### src/dtq_pkg.sv
package dtq_pkg;

  localparam int CAPACITY_DEF = 16;
  localparam int MAX_OUT = 16;
  localparam int OUT_CNT_W = $clog2(MAX_OUT + 1);

  localparam logic KIND_ADD = 1'b0;
  localparam logic KIND_EXPIRED = 1'b1;

  localparam logic [1:0] ST_OK = 2'd0;
  localparam logic [1:0] ST_DISABLED = 2'd1;
  localparam logic [1:0] ST_NEGATIVE = 2'd2;
  localparam logic [1:0] ST_FULL = 2'd3;

  typedef enum logic [1:0] {
    RD_SCAN,
    RD_BEST,
    RD_NEXT
  } rd_sel_t;

  typedef struct packed {
    logic capture;
    logic tick;
    logic add;
    logic shrink;
    logic scan_init;
    logic scan_step;
    logic rd_en;
    rd_sel_t rd_sel;
    logic latch_id;
    logic shift_wr;
    logic out_load;
    logic out_kind;
    logic out_last;
  } dtq_cmd_t;

  typedef struct packed {
    logic enable;
    logic scan_done;
    logic found;
    logic n_full;
    logic shift_done;
    logic out_free;
  } dtq_status_t;

endpackage

### src/dtq_datapath.sv
module dtq_datapath
  import dtq_pkg::*;
#(
  parameter int CAPACITY = CAPACITY_DEF
) (
  input  logic clk,
  input  logic rst,
  input  dtq_cmd_t cmd,
  output dtq_status_t sts,
  input  logic cfg_we,
  input  logic cfg_wdata,
  input  logic [63:0] req_id,
  input  logic signed [31:0] timeout_ticks,
  output logic out_valid,
  input  logic out_stall,
  output logic kind,
  output logic [1:0] status,
  output logic [63:0] expired_id,
  output logic last
);

  localparam int IDX_W = $clog2(CAPACITY);
  localparam int CNT_W = $clog2(CAPACITY + 1);

  logic [63:0] dl_mem [CAPACITY];
  logic [63:0] id_mem [CAPACITY];

  logic enable;
  logic [63:0] now;
  logic [CNT_W-1:0] count;
  logic [63:0] in_id;
  logic [31:0] in_to;
  logic [63:0] rd_dl;
  logic [63:0] rd_id;
  logic [CNT_W-1:0] idx;
  logic [IDX_W-1:0] rd_idx;
  logic rd_pend;
  logic found;
  logic [IDX_W-1:0] best_idx;
  logic [63:0] best_dl;
  logic [CNT_W-1:0] j;
  logic [OUT_CNT_W-1:0] n;
  logic [63:0] pend_id;

  logic [CNT_W-1:0] jn;
  logic [64:0] dl_sum;
  logic [63:0] dl_new;
  logic [IDX_W-1:0] rd_addr;
  logic [1:0] add_status;
  logic out_free;

  assign jn = j + CNT_W'(1);
  assign dl_sum = {1'b0, now} + {33'b0, in_to};
  assign dl_new = dl_sum[64] ? '1 : dl_sum[63:0];
  assign out_free = !out_valid || !out_stall;

  always_comb begin
    unique case (cmd.rd_sel)
      RD_SCAN: rd_addr = idx[IDX_W-1:0];
      RD_BEST: rd_addr = best_idx;
      RD_NEXT: rd_addr = jn[IDX_W-1:0];
      default: rd_addr = idx[IDX_W-1:0];
    endcase
  end

  always_comb begin
    priority if (!enable) begin
      add_status = ST_DISABLED;
    end else if (in_to[31]) begin
      add_status = ST_NEGATIVE;
    end else if (count >= CNT_W'(CAPACITY)) begin
      add_status = ST_FULL;
    end else begin
      add_status = ST_OK;
    end
  end

  always_comb begin
    sts.enable = enable;
    sts.scan_done = (idx == count) && !rd_pend;
    sts.found = found;
    sts.n_full = (n == OUT_CNT_W'(MAX_OUT));
    sts.shift_done = (jn >= count);
    sts.out_free = out_free;
  end

  // store
  always_ff @(posedge clk) begin
    if (cmd.add && add_status == ST_OK) begin
      dl_mem[count[IDX_W-1:0]] <= dl_new;
      id_mem[count[IDX_W-1:0]] <= in_id;
    end else if (cmd.shift_wr) begin
      dl_mem[j[IDX_W-1:0]] <= rd_dl;
      id_mem[j[IDX_W-1:0]] <= rd_id;
    end
    if (cmd.rd_en) begin
      rd_dl <= dl_mem[rd_addr];
      rd_id <= id_mem[rd_addr];
    end
  end

  always_ff @(posedge clk) begin
    if (cmd.capture) begin
      in_id <= req_id;
      in_to <= timeout_ticks;
    end
    if (cmd.latch_id) begin
      pend_id <= rd_id;
      j <= CNT_W'(best_idx);
    end else if (cmd.shift_wr) begin
      j <= jn;
    end
    if (cmd.out_load) begin
      kind <= cmd.out_kind;
      status <= (cmd.out_kind == KIND_ADD) ? add_status : ST_OK;
      expired_id <= (cmd.out_kind == KIND_ADD) ? 64'd0 : pend_id;
      last <= cmd.out_last;
    end
  end

  always_ff @(posedge clk) begin
    if (rst) begin
      enable <= 1'b0;
      now <= '0;
      count <= '0;
      out_valid <= 1'b0;
      idx <= '0;
      rd_pend <= 1'b0;
      found <= 1'b0;
      n <= '0;
      best_idx <= '0;
      best_dl <= '0;
    end else begin
      if (cfg_we) begin
        enable <= cfg_wdata;
        if (cfg_wdata && !enable) begin
          count <= '0;
        end
      end
      if (cmd.tick) begin
        now <= now + 64'd1;
        n <= '0;
      end
      if (cmd.add && add_status == ST_OK) begin
        count <= count + CNT_W'(1);
      end
      if (cmd.shrink) begin
        count <= count - CNT_W'(1);
      end
      if (cmd.latch_id) begin
        n <= n + OUT_CNT_W'(1);
      end
      if (cmd.scan_init) begin
        idx <= '0;
        rd_pend <= 1'b0;
        found <= 1'b0;
      end else if (cmd.scan_step) begin
        if (rd_pend && rd_dl <= now && (!found || rd_dl < best_dl)) begin
          found <= 1'b1;
          best_dl <= rd_dl;
          best_idx <= rd_idx;
        end
        if (idx < count) begin
          rd_pend <= 1'b1;
          rd_idx <= idx[IDX_W-1:0];
          idx <= idx + CNT_W'(1);
        end else begin
          rd_pend <= 1'b0;
        end
      end
      if (out_valid && !out_stall) begin
        out_valid <= 1'b0;
      end
      if (cmd.out_load) begin
        out_valid <= 1'b1;
      end
    end
  end

  a_count_range: assert property (@(posedge clk) disable iff (rst)
    count <= CNT_W'(CAPACITY)) else $error("pending count above capacity");
  a_shrink_nonempty: assert property (@(posedge clk) disable iff (rst)
    cmd.shrink |-> count != '0) else $error("removal from empty store");
  a_load_free: assert property (@(posedge clk) disable iff (rst)
    cmd.out_load |-> out_free) else $error("result overwritten");
  a_found_due: assert property (@(posedge clk) disable iff (rst)
    (found && !cmd.tick) |-> best_dl <= now) else $error("chosen entry not due");

endmodule

### src/dtq_ctrl.sv
module dtq_ctrl
  import dtq_pkg::*;
(
  input  logic clk,
  input  logic rst,
  input  logic in_valid,
  output logic in_stall,
  input  logic mode,
  input  dtq_status_t sts,
  output dtq_cmd_t cmd
);

  typedef enum logic [3:0] {
    S_IDLE,
    S_ADD,
    S_TICK,
    S_SCAN,
    S_DECIDE,
    S_TAKE,
    S_TAKE2,
    S_SHIFT_RD,
    S_SHIFT_WR,
    S_SHRINK
  } state_t;

  state_t state;
  state_t state_next;
  logic have_pend;
  logic have_pend_next;
  logic accept;
  logic more;

  assign in_stall = (state != S_IDLE);
  assign accept = in_valid && !in_stall;
  assign more = sts.found && !sts.n_full;

  always_comb begin
    cmd = '0;
    cmd.rd_sel = RD_SCAN;
    state_next = state;
    have_pend_next = have_pend;
    unique case (state)
      S_IDLE: begin
        if (accept) begin
          cmd.capture = 1'b1;
          cmd.tick = mode;
          state_next = mode ? S_TICK : S_ADD;
        end
      end
      S_ADD: begin
        if (sts.out_free) begin
          cmd.add = 1'b1;
          cmd.out_load = 1'b1;
          cmd.out_kind = KIND_ADD;
          cmd.out_last = 1'b1;
          state_next = S_IDLE;
        end
      end
      S_TICK: begin
        cmd.scan_init = 1'b1;
        have_pend_next = 1'b0;
        state_next = sts.enable ? S_SCAN : S_IDLE;
      end
      S_SCAN: begin
        cmd.scan_step = 1'b1;
        cmd.rd_en = 1'b1;
        if (sts.scan_done) begin
          state_next = S_DECIDE;
        end
      end
      S_DECIDE: begin
        if (!have_pend || sts.out_free) begin
          if (have_pend) begin
            cmd.out_load = 1'b1;
            cmd.out_kind = KIND_EXPIRED;
            cmd.out_last = !more;
            have_pend_next = 1'b0;
          end
          state_next = more ? S_TAKE : S_IDLE;
        end
      end
      S_TAKE: begin
        cmd.rd_en = 1'b1;
        cmd.rd_sel = RD_BEST;
        state_next = S_TAKE2;
      end
      S_TAKE2: begin
        cmd.latch_id = 1'b1;
        have_pend_next = 1'b1;
        state_next = S_SHIFT_RD;
      end
      S_SHIFT_RD: begin
        if (sts.shift_done) begin
          state_next = S_SHRINK;
        end else begin
          cmd.rd_en = 1'b1;
          cmd.rd_sel = RD_NEXT;
          state_next = S_SHIFT_WR;
        end
      end
      S_SHIFT_WR: begin
        cmd.shift_wr = 1'b1;
        state_next = S_SHIFT_RD;
      end
      S_SHRINK: begin
        cmd.shrink = 1'b1;
        cmd.scan_init = 1'b1;
        state_next = S_SCAN;
      end
      default: state_next = S_IDLE;
    endcase
  end

  always_ff @(posedge clk) begin
    if (rst) begin
      state <= S_IDLE;
      have_pend <= 1'b0;
    end else begin
      state <= state_next;
      have_pend <= have_pend_next;
    end
  end

  a_pend_take: assert property (@(posedge clk) disable iff (rst)
    state == S_TAKE2 |=> have_pend) else $error("taken entry not held");
  a_idle_no_pend: assert property (@(posedge clk) disable iff (rst)
    state == S_IDLE |-> !have_pend) else $error("notice dropped");

endmodule

### src/deadline_timeout_queue_core.sv
// add: the request is captured, then its result is loaded once the output is free;
//   the next request is taken once the result is loaded. tick: time advances and,
//   when enabled, the store is scanned; per expired entry its id is read, each later
//   slot is moved down, the store shrinks, then a new scan; results wait while out_stall is high
// one result per expired entry, at most 16 per tick, the last one flagged
// synchronous reset clears time, enable, the pending count and the output valid flag
module deadline_timeout_queue_core
  import dtq_pkg::*;
#(
  parameter int CAPACITY = CAPACITY_DEF
) (
  input  logic clk,
  input  logic rst,
  input  logic cfg_we,
  input  logic cfg_wdata,
  input  logic in_valid,
  output logic in_stall,
  input  logic mode,
  input  logic [63:0] req_id,
  input  logic signed [31:0] timeout_ticks,
  output logic out_valid,
  input  logic out_stall,
  output logic kind,
  output logic [1:0] status,
  output logic [63:0] expired_id,
  output logic last
);

  dtq_cmd_t cmd;
  dtq_status_t sts;

  dtq_ctrl u_ctrl (
    .clk(clk),
    .rst(rst),
    .in_valid(in_valid),
    .in_stall(in_stall),
    .mode(mode),
    .sts(sts),
    .cmd(cmd)
  );

  dtq_datapath #(
    .CAPACITY(CAPACITY)
  ) u_dp (
    .clk(clk),
    .rst(rst),
    .cmd(cmd),
    .sts(sts),
    .cfg_we(cfg_we),
    .cfg_wdata(cfg_wdata),
    .req_id(req_id),
    .timeout_ticks(timeout_ticks),
    .out_valid(out_valid),
    .out_stall(out_stall),
    .kind(kind),
    .status(status),
    .expired_id(expired_id),
    .last(last)
  );

endmodule
### config.mk
export PLATFORM = sky130hd
export DESIGN_NAME = deadline_timeout_queue_core
export DESIGN_NICKNAME = d
export VERILOG_FILES = /design/src/dtq_pkg.sv /design/src/dtq_datapath.sv /design/src/dtq_ctrl.sv /design/src/deadline_timeout_queue_core.sv
export SDC_FILE = /design/constraint.sdc
export NUM_CORES = 2
export LEC_CHECK = 0
export ABC_AREA = 1
export BUFFER_PORTS_ARGS = -buffer_cell sky130_fd_sc_hd__buf_2
export CAP_MARGIN = 20
export CORE_ASPECT_RATIO = 1.1
export CORE_UTILIZATION = 60
export DETAILED_ROUTE_END_ITERATION = 8
export PLACE_DENSITY = 0.77
export SLEW_MARGIN = 20
export SYNTH_ARGS = -nofsm -noshare
export SYNTH_HDL_FRONTEND = slang
export SYNTH_SLANG_ARGS = --single-unit
### constraint.sdc
create_clock -name clk -period 12.3 [get_ports clk]
set_input_delay 2.46 -clock clk [delete_from_list [all_inputs] [get_ports clk]]
set_output_delay 2.46 -clock clk [all_outputs]
set_load 0.05 [all_outputs]
==> results.sh <==
export IMPL_run_status="complete, no violations"
export IMPL_grt_pass1_vias=69200
export IMPL_tritoncts="built"
export IMPL_worst_slew_pin_transition_ps=1190
export IMPL_antenna_found_initial=2
export IMPL_final_antenna_net_count=0
export IMPL_count_of_hold_buffers_inserted_by_post_cts_repair=0
export IMPL_max_freq_ghz=0.145
export IMPL_totalWireLength_mm=285
export IMPL_via_per_inst=6.36
export IMPL_clock_path_buffers=3
export IMPL_worstSetupEndpointType="flip-flop"
export IMPL_synthesis_instances=8670
export IMPL_cts_root_buf="sky130_fd_sc_hd__clkbuf_16"
export IMPL_post_synth_main_area_contributors="sky130_fd_sc_hd__edfxtp_1 68%, sky130_fd_sc_hd__nor2_1 5.9%, sky130_fd_sc_hd__o21ai_0 3.8%"
export IMPL_timing_hold_violations_final=0
export IMPL_synth_cell_area_um2=107000
export IMPL_grt_use_met3_pct=4.71
export IMPL_synthesis_yosys_warnings=0
export IMPL_busiest_metal_layer_after_global_routing="met2"
export IMPL_synth_top_cell_by_area="sky130_fd_sc_hd__edfxtp_1"
export IMPL_maximum_number_of_pins_on_one_net_before_global_route_repair=233
export IMPL_critical_path_peak_fanout=210
export IMPL_worst_r2r_setup_slack_ps=5430
export IMPL_cts_max_level=4
export IMPL_synth_seq_cells=2569
export IMPL_cp_data_required_time_ps=13030
export IMPL_portBuffers=172
export IMPL_smallest_setup_slack_after_layout_ps=5430
export IMPL_timing_max_transition_violations_final=0
export IMPL_timing_critical_path_mode_cell="sky130_fd_sc_hd__o21ai_0"
export IMPL_wire_length_of_the_first_global_routing_pass_mm=423
export IMPL_final_cell_count_no_fill=11300
export IMPL_synth_edf_count=2412
export IMPL_cp_slowest_stage_delay_ps=810
export IMPL_dp_worst_setup_slack_ps=5390
export IMPL_clk_pin_slew_ps=60
export IMPL_worstRegToRegCells=22
export IMPL_timing_final_setup_violations=0
export IMPL_crit_path_cell_chain="ha_1 -> xor2_1 -> ha_1 -> a21boi_0 -> o21a_1 -> o21ai_0 -> nand2_1 -> nor2_1 -> inv_1 -> ha_1 -> inv_2 -> nand3_1 -> o21ai_4 -> buf_4 -> buf_4 -> buf_4 -> buf_12 -> o21ai_0 -> o21bai_1 -> o311ai_0 -> o21ai_0 -> o21ai_0"
export IMPL_timing_max_slew_rel_slack_pct=20.8
export IMPL_row_count=161
export IMPL_dr_first_iter_drc_count=9519
export IMPL_cts_repair_timing_setup_buffer_count=0
export IMPL_avgRoutedWirePerCell_um=25.2
export IMPL_timing_clock_skew_ps=40.7
export IMPL_floorplan_initialDensity_pct=60.6
export IMPL_remaining_drc_errors=0
export IMPL_worst_path_buf_inv=6
export IMPL_timing_rr_start="u_dp.j[0]"
export IMPL_max_vdd_ir_drop_v=0.000160
export IMPL_yosys_cell_types_count=58
export IMPL_timing_critical_path_arrival_ps=7600
export IMPL_firstDrtPassIters=6
export IMPL_synthFlopType="sky130_fd_sc_hd__edfxtp_1"
export IMPL_area_growth_syn_to_layout_pct=10.5
export IMPL_cts_sink_count=2569
export IMPL_post_synth_cell_area_avg_um2=12.3
export IMPL_nNetsFinal=9009
export IMPL_synth_yosys_seq_area_share_pct=70.9
export IMPL_timing_hold_worst_class="flip-flop to flip-flop"
export IMPL_dpl_cells=10800
export IMPL_worst_r2r_endpoint="u_dp.rd_dl[7]"
export IMPL_timing_setup_critical_path_class="flip-flop to flip-flop"
export IMPL_period_minus_slack_ps=6870
export IMPL_gp_congestion=0.989
export IMPL_grt_met1_usage_pct=44.4
export IMPL_worst_hold_path_num_cells=0
export IMPL_post_cts_resized_instances=0
export IMPL_synth_top_cell_area_share_pct=67.9
export IMPL_timing_hold_worst_endpoint="u_dp.pend_id[54]"
export IMPL_postSynth_asyncResetShare_pct=0
export IMPL_final_common_cell="sky130_fd_sc_hd__edfxtp_1"
export IMPL_timing_final_crit_share_pct=55.9
export IMPL_hp_start="u_dp.rd_id[54]"
export IMPL_leakagePower_nw=39.8
export IMPL_net_count_after_synthesis=8952
export IMPL_layout_drive_gt1_share_pct=8.44
export IMPL_hpwlAfterDp_mm=150
export IMPL_ios=173
export IMPL_cp_start_kind="flip-flop"
export IMPL_fp_dieW_um=404
export IMPL_cp_top_family="buffers and inverters"
export IMPL_holdWs_ps=452
export IMPL_cts_buffers_inserted=238
export IMPL_floorplan_die_height_um=444
export IMPL_insertion_delay_ps=900
export IMPL_maxCapViolations=0
export IMPL_grt_usage_pct=31.4
export IMPL_routed_via_count=71900
export IMPL_fp_dieArea_um2=179000
export IMPL_rsz0062_at_grt="no"
export IMPL_final_setup_tns_ps=0
export IMPL_mostFrequentLayoutCells="2412 x sky130_fd_sc_hd__edfxtp_1, 1659 x sky130_fd_sc_hd__nor2_1, 861 x sky130_fd_sc_hd__nand2_1"
export IMPL_worst_path_max_delay_cell="sky130_fd_sc_hd__buf_4"
export IMPL_areal_power_density_over_the_cells_nw_per_um2=149
export IMPL_gr_total_overflow=0
export IMPL_global_route_usage_met2_pct=49.4
export IMPL_core_um2=176000
-- power by group --
group	switching, W	total, W	internal [W]
Sequential	0.0000317	0.00967	0.00964
Clock	0.00325	0.00752	0.00427
Combinational	0.000337	0.000430	0.0000934
Total	0.00362	0.0176	0.0140
-- worst max path at each step --
| stage | startpoint | endpoint | slack [ps] | cells past startpoint |
|---|---|---|---|---|
| after detailed placement | out_stall | u_dp.dl_mem[2][7] | 5390 | 12 |
| after CTS | u_dp.j[0] | u_dp.rd_id[3] | 5530 | 21 |
| final | u_dp.j[0] | u_dp.rd_dl[7] | 5430 | 22 |
| after global placement | out_stall | u_dp.dl_mem[2][12] | 5420 | 12 |
| after floorplan | out_stall | u_dp.dl_mem[0][0] | 3100 | 9 |
| after global routing | u_dp.j[0] | u_dp.rd_id[3] | 4920 | 21 |
-- routing by layer --
metal | part of all wire (%) | up-vias
met3 | 11 | 673
met5 | 0 | -
li1 | - | 31700
met1 | 39 | 35200
met4 | 3.7 | 0
met2 | 47 | 4289
-- state kept, by name, indices dropped and copies added (netlist names), 2 cells and up --
register / flops
u_ctrl.state: 4
u_dp.best_dl: 64
u_dp.best_idx: 4
u_dp.count: 5
u_dp.dl_mem: 1024
u_dp.expired_id: 64
u_dp.id_mem: 1024
u_dp.idx: 5
u_dp.in_id: 64
u_dp.in_to: 32
u_dp.j: 5
u_dp.n: 5
u_dp.now: 64
u_dp.pend_id: 64
u_dp.rd_dl: 64
u_dp.rd_id: 64
u_dp.rd_idx: 4
u_dp.status: 2
-- synth_stat cells, types with 3 or more instances --
master and instances:
sky130_fd_sc_hd__o22ai_1 64, sky130_fd_sc_hd__o32ai_1 303, sky130_fd_sc_hd__nand2_1 865, sky130_fd_sc_hd__o21ai_1 36, sky130_fd_sc_hd__ha_1 178, sky130_fd_sc_hd__nor3_1 78, sky130_fd_sc_hd__o221ai_1 66, sky130_fd_sc_hd__buf_4 13
sky130_fd_sc_hd__and3_1 3, sky130_fd_sc_hd__a32oi_1 22, sky130_fd_sc_hd__nand4_1 34, sky130_fd_sc_hd__o311ai_0 45, sky130_fd_sc_hd__nand3b_1 4, sky130_fd_sc_hd__dfxtp_1 157, sky130_fd_sc_hd__mux2i_1 85, sky130_fd_sc_hd__a31oi_1 31
sky130_fd_sc_hd__buf_2 149, sky130_fd_sc_hd__nor3b_1 5, sky130_fd_sc_hd__a21oi_1 262, sky130_fd_sc_hd__o21a_1 15, sky130_fd_sc_hd__o21bai_1 75, sky130_fd_sc_hd__or2_2 28, sky130_fd_sc_hd__inv_2 5, sky130_fd_sc_hd__nor2_2 10
sky130_fd_sc_hd__o21ai_0 804, sky130_fd_sc_hd__buf_1 30, sky130_fd_sc_hd__xnor2_1 20, sky130_fd_sc_hd__o311ai_1 28, sky130_fd_sc_hd__o2bb2ai_1 37, sky130_fd_sc_hd__xor2_1 29, sky130_fd_sc_hd__nand3_1 184, sky130_fd_sc_hd__a22oi_1 31
sky130_fd_sc_hd__edfxtp_1 2412, sky130_fd_sc_hd__a21o_1 5, sky130_fd_sc_hd__o211ai_1 80, sky130_fd_sc_hd__nor4_1 13, sky130_fd_sc_hd__clkbuf_1 301, sky130_fd_sc_hd__inv_1 464, sky130_fd_sc_hd__nor2_1 1676
-- layout make-up --
| class | count | area (um^2) |
|---|---|---|
| Sequential cell | 2569 | 75600 |
| Fill cell | 12000 | 58000 |
| Multi-Input combinational cell | 5137 | 27400 |
| Clock buffer | 291 | 6300 |
| Tap cell | 2363 | 2960 |
| Timing Repair Buffer | 311 | 2160 |
| Inverter | 470 | 1800 |
| Clock inverter | 159 | 1660 |
| Antenna cell | 1 | 2.50 |
-- stage by stage --
stage | util, % | total power, W | area (um^2)
after global routing | 67.0 | 0.0180 | 118000
after CTS | 67.0 | 0.0177 | 118000
after global placement | 62.4 | 0.0103 | 110000
after floorplan | - | 0.0101 | 107000
after detailed placement | 62.4 | 0.0103 | 110000
final | 67.0 | 0.0176 | 118000
-- logic make-up (layout without fill, tap and decap cells) --
| kind of cell | Yosys count | after routing | synth area share [%] |
|---|---|---|---|
| compound gates | 1916 | 1916 | 11.4 |
| mux | 85 | 85 | 0.798 |
| flops | 2569 | 2569 | 70.9 |
| simple gates | 2908 | 2908 | 10.8 |
| xor+xnor | 49 | 49 | 0.402 |
| other cells | 0 | 1 | 0 |
| buf+inv | 964 | 1231 | 3.62 |
| fa+ha+maj | 179 | 179 | 2.11 |
(Power assumes the default switching activity.)
